**config.mk**
```make
export PLATFORM = sky130hd
export DESIGN_NAME = single_wire_humidity_sensor_reader_unit
export DESIGN_NICKNAME = d
export VERILOG_FILES = /design/src/hdl/shsr_pkg.sv /design/src/hdl/single_wire_humidity_sensor_reader_unit.sv
export SDC_FILE = /design/constraint.sdc
export NUM_CORES = 1
export LEC_CHECK = 0
export BUFFER_PORTS_ARGS = -buffer_cell sky130_fd_sc_hd__clkbuf_2
export CAP_MARGIN = 25
export CORE_MARGIN = 4
export CORE_UTILIZATION = 60
export DETAILED_ROUTE_END_ITERATION = 7
export HOLD_SLACK_MARGIN = 0.03
export PLACE_DENSITY = 0.84
export SETUP_SLACK_MARGIN = 0.2
export SLEW_MARGIN = 20
export SYNTH_ARGS = -nofsm -noshare
export SYNTH_HDL_FRONTEND = slang
export SYNTH_SLANG_ARGS = --single-unit
```
**constraint.sdc**
```tcl
create_clock -name clk -period 4.5 [get_ports clk]
set_clock_uncertainty 0.15 [all_clocks]
set_input_delay 0.675 -clock clk [delete_from_list [all_inputs] [get_ports clk]]
set_output_delay 0.675 -clock clk [all_outputs]
set_load 0.05 [all_outputs]
```
**src/hdl/shsr_pkg.sv**
```systemverilog
`timescale 1ns / 1ps

package shsr_pkg;

	// input item operation codes
	localparam logic [1:0] OP_START = 2'd0;
	localparam logic [1:0] OP_TICK  = 2'd1;
	localparam logic [1:0] OP_EDGE  = 2'd2;
	localparam logic [1:0] OP_DONE  = 2'd3;

	// read cycle phases
	localparam logic [1:0] PH_END   = 2'd0;
	localparam logic [1:0] PH_IDLE  = 2'd1;
	localparam logic [1:0] PH_START = 2'd2;
	localparam logic [1:0] PH_WAIT  = 2'd3;

	// read status codes
	localparam logic [1:0] ST_UNKNOWN = 2'd0;
	localparam logic [1:0] ST_OK      = 2'd1;
	localparam logic [1:0] ST_BAD     = 2'd2;

	// configuration register indexes
	localparam logic [1:0] REG_BIT_THRESHOLD = 2'd0;
	localparam logic [1:0] REG_MIN_EDGES     = 2'd1;
	localparam logic [1:0] REG_IDLE_WAIT_MS  = 2'd2;
	localparam logic [1:0] REG_START_LOW_MS  = 2'd3;

	// register reset values
	localparam logic [7:0]  RST_BIT_THRESHOLD = 8'd110;
	localparam logic [5:0]  RST_MIN_EDGES     = 6'd42;
	localparam logic [10:0] RST_IDLE_WAIT_MS  = 11'd1000;
	localparam logic [3:0]  RST_START_LOW_MS  = 4'd3;

	// edge decoding
	localparam int          DEF_EDGE_CAPACITY = 47;
	localparam logic [5:0]  FIRST_BIT_EDGE    = 6'd2;
	localparam logic [5:0]  LAST_BIT_EDGE     = 6'd41;
	localparam logic [10:0] MS_MAX            = 11'd2047;

endpackage

```
**src/hdl/single_wire_humidity_sensor_reader_unit.sv**
```systemverilog
`timescale 1ns / 1ps

// channel  signals                                  direction
// -------  ---------------------------------------  ---------
// in       in_valid, in_stall, op, pulse_width      item in
// out      out_valid, out_stall, line_low,          item out
//          capturing, status, finished, sensor_data
// cfg      cfg_wr_en, cfg_idx, cfg_wdata            register write
//
// one item per cycle unless stalled; each item's result is out the next cycle.
// the read cycle state updates at the accepting edge, the result register
// holds the outputs computed from the updated state.
// arst_n sets state, config and out_valid to defaults; the block comes up ended.
// in_stall follows out_stall while a result is held, so no item is lost.
module single_wire_humidity_sensor_reader_unit import shsr_pkg::*; #(
	parameter int EDGE_CAPACITY = DEF_EDGE_CAPACITY
) (
	input  logic        clk,
	input  logic        arst_n,
	input  logic        in_valid,
	output logic        in_stall,
	input  logic [1:0]  op,
	input  logic [7:0]  pulse_width,
	output logic        out_valid,
	input  logic        out_stall,
	output logic        line_low,
	output logic        capturing,
	output logic [1:0]  status,
	output logic        finished,
	output logic [31:0] sensor_data,
	input  logic        cfg_wr_en,
	input  logic [1:0]  cfg_idx,
	input  logic [10:0] cfg_wdata
);

	localparam logic [5:0] EDGE_CAP = 6'(EDGE_CAPACITY);

	logic [7:0]  bit_threshold_q;
	logic [5:0]  min_edges_q;
	logic [10:0] idle_wait_ms_q;
	logic [3:0]  start_low_ms_q;

	logic [1:0]  phase_q, phase_d;
	logic [10:0] ms_count_q, ms_count_d, ms_inc;
	logic [5:0]  edge_count_q, edge_count_d;
	logic [39:0] bit_shift_q, bit_shift_d;
	logic        retry_used_q, retry_used_d;
	logic [1:0]  read_status_q, read_status_d;
	logic [31:0] data_word_q, data_word_d;

	logic        in_accept;
	logic        frame_enough;
	logic        sum_match;
	logic [7:0]  byte_sum;

	// configuration registers
	always_ff @(posedge clk or negedge arst_n) begin
		if (!arst_n) begin
			bit_threshold_q <= RST_BIT_THRESHOLD;
			min_edges_q     <= RST_MIN_EDGES;
			idle_wait_ms_q  <= RST_IDLE_WAIT_MS;
			start_low_ms_q  <= RST_START_LOW_MS;
		end else if (cfg_wr_en) begin
			case (cfg_idx)
				REG_BIT_THRESHOLD: bit_threshold_q <= cfg_wdata[7:0];
				REG_MIN_EDGES:     min_edges_q     <= cfg_wdata[5:0];
				REG_IDLE_WAIT_MS:  idle_wait_ms_q  <= cfg_wdata;
				REG_START_LOW_MS:  start_low_ms_q  <= cfg_wdata[3:0];
				default: ;
			endcase
		end
	end

	// handshake: take an item when the result register is free or draining
	assign in_stall  = out_valid && out_stall;
	assign in_accept = in_valid && !in_stall;

	// saturating millisecond count and frame checksum
	assign ms_inc   = (ms_count_q != MS_MAX) ? ms_count_q + 11'd1 : ms_count_q;
	assign byte_sum = bit_shift_q[39:32] + bit_shift_q[31:24]
	                + bit_shift_q[23:16] + bit_shift_q[15:8];
	assign frame_enough = edge_count_q >= min_edges_q;
	assign sum_match    = byte_sum == bit_shift_q[7:0];

	// next state of the read cycle
	always_comb begin
		phase_d       = phase_q;
		ms_count_d    = ms_count_q;
		edge_count_d  = edge_count_q;
		bit_shift_d   = bit_shift_q;
		retry_used_d  = retry_used_q;
		read_status_d = read_status_q;
		data_word_d   = data_word_q;
		case (op)
			OP_START: begin
				phase_d       = PH_IDLE;
				ms_count_d    = '0;
				edge_count_d  = '0;
				retry_used_d  = 1'b0;
				read_status_d = ST_UNKNOWN;
			end
			OP_TICK: begin
				ms_count_d = ms_inc;
				if (phase_q == PH_IDLE) begin
					if (ms_inc > idle_wait_ms_q) begin
						phase_d       = PH_START;
						ms_count_d    = '0;
						read_status_d = ST_UNKNOWN;
					end
				end else if (phase_q == PH_START) begin
					if (ms_inc >= {7'd0, start_low_ms_q}) begin
						phase_d      = PH_WAIT;
						edge_count_d = '0;
						bit_shift_d  = '0;
					end
				end
			end
			OP_EDGE: begin
				if (phase_q == PH_WAIT && edge_count_q < EDGE_CAP) begin
					if (edge_count_q >= FIRST_BIT_EDGE && edge_count_q <= LAST_BIT_EDGE)
						bit_shift_d = {bit_shift_q[38:0], pulse_width > bit_threshold_q};
					edge_count_d = edge_count_q + 6'd1;
				end
			end
			OP_DONE: begin
				if (phase_q == PH_WAIT) begin
					read_status_d = ST_BAD;
					if (frame_enough)
						data_word_d = bit_shift_q[39:8];
					if (frame_enough && sum_match) begin
						read_status_d = ST_OK;
						phase_d       = PH_END;
					end else if (!retry_used_q) begin
						retry_used_d = 1'b1;
						ms_count_d   = '0;
						phase_d      = PH_IDLE;
					end else begin
						phase_d = PH_END;
					end
				end
			end
			default: ;
		endcase
	end

	// state registers
	always_ff @(posedge clk or negedge arst_n) begin
		if (!arst_n) begin
			phase_q       <= PH_END;
			ms_count_q    <= '0;
			edge_count_q  <= '0;
			bit_shift_q   <= '0;
			retry_used_q  <= 1'b0;
			read_status_q <= ST_UNKNOWN;
			data_word_q   <= '0;
		end else if (in_accept) begin
			phase_q       <= phase_d;
			ms_count_q    <= ms_count_d;
			edge_count_q  <= edge_count_d;
			bit_shift_q   <= bit_shift_d;
			retry_used_q  <= retry_used_d;
			read_status_q <= read_status_d;
			data_word_q   <= data_word_d;
		end
	end

	// result register valid
	always_ff @(posedge clk or negedge arst_n) begin
		if (!arst_n)
			out_valid <= 1'b0;
		else if (in_accept)
			out_valid <= 1'b1;
		else if (!out_stall)
			out_valid <= 1'b0;
	end

	// result register payload
	always_ff @(posedge clk) begin
		if (in_accept) begin
			line_low    <= phase_d == PH_START;
			capturing   <= phase_d == PH_WAIT;
			status      <= read_status_d;
			finished    <= phase_d == PH_END;
			sensor_data <= data_word_d;
		end
	end

	// at most one phase flag per result
	a_phase_flags: assert property (@(posedge clk) disable iff (!arst_n)
		out_valid |-> $onehot0({line_low, capturing, finished}))
		else $error("more than one phase flag set");

	// a good read always ends the cycle
	a_ok_ends: assert property (@(posedge clk) disable iff (!arst_n)
		out_valid && status == ST_OK |-> finished)
		else $error("ok status outside the end phase");

	// a start request gives an unknown, unfinished result
	a_start_clears: assert property (@(posedge clk) disable iff (!arst_n)
		in_accept && op == OP_START |=> out_valid && status == ST_UNKNOWN && !finished)
		else $error("start request did not restart the cycle");

	// edge count stays within capacity
	a_edge_cap: assert property (@(posedge clk) disable iff (!arst_n)
		edge_count_q <= EDGE_CAP)
		else $error("edge count beyond capacity");

endmodule
```
==> metrics.txt <==
Reg clk slew, reported paths 60 ps; CTS tree built; DR pass1 iterations 6; Synth Register Bits 161; final critical-path share of the clock period 91.2%; Synthesis Warnings 0; CP startpoint kind flop; ANT nets after route 0; Min Clock Period, post-route 4100 ps; final net count 822; clk_lat worst skew 430 ps; routability cong. 0.837; Net Count, Synth 764; core box area 0.0133 mm2; CP Cell Sequence fa_1 > inv_1 > fa_1 > inv_1 > ha_1 > fa_1 > a21o_1 > a21oi_2 > o21ai_0 > xnor2_1 > or4_4 > a21oi_4 > buf_12 > a22o_1; gate count of the mapped netlist 681; FP Rows 42; Setup Viol. Count Final 0; global-route wire length before repair 29100 um; Die X 125 um; hold buffer count at CTS 0; Max clock buf depth 2; sequential element share of the synthesized area 51.3%; GRT Util Overall 23.1%; cell area after synthesis 0.00826 mm2; via count 5653; total die area 0.0157 mm2; Crit. End Element flop; Async SR Flop Fraction 77.0%; post-synth cell types 66; setup TNS 0 ps; status finished clean; Critical Path AT 4320 ps; die height 125 um; vias in the first global route 5678; RSZ-0062 raised after global routing no; Fin. Hold Viols 0; Final Slew Violations 0; initial antenna violation count 0; final wirelength 17400 um; pre-CTS setup slack 208 ps; Critical Path Most Common Cell fa_1; Total Power 3570 uW; PwrDens 382 mW/mm2; layout cells sized above 1 28.1%; HP Class input pin to async pin; RR Startpoint bit_shift_q[9]; CTS sink cnt 161; root buffer cell clkbuf_16; Static Leak 0.00439 uW; DRT iter0 DRCs 508; WL/cell 18.8 um; IO Port Bufs 66; Syn-to-layout area delta 13.0%; DRC Markers 0; Top-Level Pins 67; Post-synth EDFFs 37; number of diodes 0; Critical Path Max Stage Delay 550 ps; critical path's slowest cell fa_1; CP Max Fanout 11; Num CTS Buffers 17; DP Area 0.00870 mm2; vias per inst 6.09; Setup WS post-layout 397 ps; critical path type flop to flop; CP required 4710 ps; grt ovf 0; top_reg_cell synth dfrtp_1; Peak VDD IR 0.273 mV; Mapped Avg Cell Area 12.1 um2; Worst-Margin Slew 691 ps; H-tree Lvls 4; slew margin rel. 53.5%; initial core utilization 61.9%; fmax 244 MHz; max-cap viol count 0; Critical Path Start bit_shift_q[9]; final non-filler cell area 0.00934 mm2; post-DP HPWL 11600 um; largest net degree at the start of global routing 125
## per-layer routing
layer	GRT usage [%]	vias to the layer above	wire [um]
met2	36.1	168	8390
met4	7.53	0	293
li1	-	2604	-
met5	0	-	0
met3	4.99	28	874
met1	32.6	2853	7890
## where the power goes
group / internal [uW] / total [uW] / switching [uW]
combinational: 176 / 456 / 280
clock: 872 / 1460 / 592
sequential: 1590 / 1650 / 55.0
total: 2640 / 3570 / 927
## layout make-up
class	count	area (um2)
flip-flops and latches	161	4230
fillers	920	4010
multi-input cells	436	3670
clock buffers	22	475
repair buffers	74	430
well taps	176	220
inverters	49	184
clock inverters	10	120
## sequential cells by signal (all words and copies together) (netlist names), 2 cells and up
| name | count |
|---|---|
| read_status_q | 2 |
| min_edges_q | 6 |
| bit_shift_q | 40 |
| idle_wait_ms_q | 11 |
| sensor_data | 32 |
| bit_threshold_q | 8 |
| phase_q | 2 |
| data_word_q | 32 |
| edge_count_q | 6 |
| status | 2 |
| start_low_ms_q | 4 |
| ms_count_q | 11 |
## layout by cell type, fill, tap and decap left out, types with 18 or more instances in the layout
cell type	count
a21oi_1	19
a22o_1	43
clkbuf_16	18
clkbuf_2	65
dfrtp_1	108
edfxtp_1	37
ha_1	40
inv_1	48
mux2_2	78
nand2_1	47
nand3_1	19
o21ai_0	35
## stage by stage
stage / std cells / hold slack, ps / utilization (%)
finish: 928 / 184 / 69.9
detailed placement: 895 / 325 / 65.2
global route: 928 / 239 / 69.9
global placement: 895 / 313 / 65.2
floorplan: 681 / 229 / -
CTS: 928 / 224 / 69.8
## cell families after synthesis
family | after synthesis | synth area share [%]
adder cells (fa/ha/maj) | 55 | 9.60
AO/OA/AOI/OAI | 153 | 13.7
buffers and inverters | 84 | 4.53
AND/OR/NAND/NOR | 129 | 7.94
flip-flops | 161 | 51.3
XOR/XNOR | 19 | 2.11
multiplexers | 80 | 10.9
## worst max-delay path: cells and delay by family (launching register included)
| kind | cells | cell delay (ps) |
|---|---|---|
| flops | 1 | 440 |
| simple gates | 1 | 550 |
| buf+inv | 3 | 230 |
| fa+ha+maj | 4 | 1690 |
| compound gates | 5 | 820 |
| xor+xnor | 1 | 150 |
## path summary, 6_finish.rpt
kind / endpoint / slack [ps] / cells past startpoint
setup / recovery: ms_count_q[3] / 400 / 14
hold / removal: min_edges_q[2] / 180 / 2
setup reg to reg: ms_count_q[3] / 400 / 14
hold reg to reg: data_word_q[30] / 340 / 2
max in group asynchronous: data_word_q[22] / 3520 / 2
min in group clk: out_valid / 300 / 2
## synth_stat cells (all sizes together) (16+ instances only)
library cell  instances  share of area, %
dfstp                16               5.1
nand2                47               2.1
a21oi                21               1.4
inv                  49               2.2
dfrtp               108                33
clkbuf               19              0.86
nand3                19               1.2
edfxtp               37                13
o21ai                36               2.2
buf                  16               1.4
ha                   41               6.2
mux2                 79                11
a22o                 43               4.6
## repair_timing
| item | 4_1_cts | 5_1_grt |
|---|---|---|
| gates cloned | 0 | 0 |
| pin swaps | 1 | 1 |
| setup buffers | 1 | 0 |
| gates resized for setup | 0 | 5 |
| setup endpoints to repair | 11 | 57 |
Note: power is estimated with default switching activity, not from simulation.
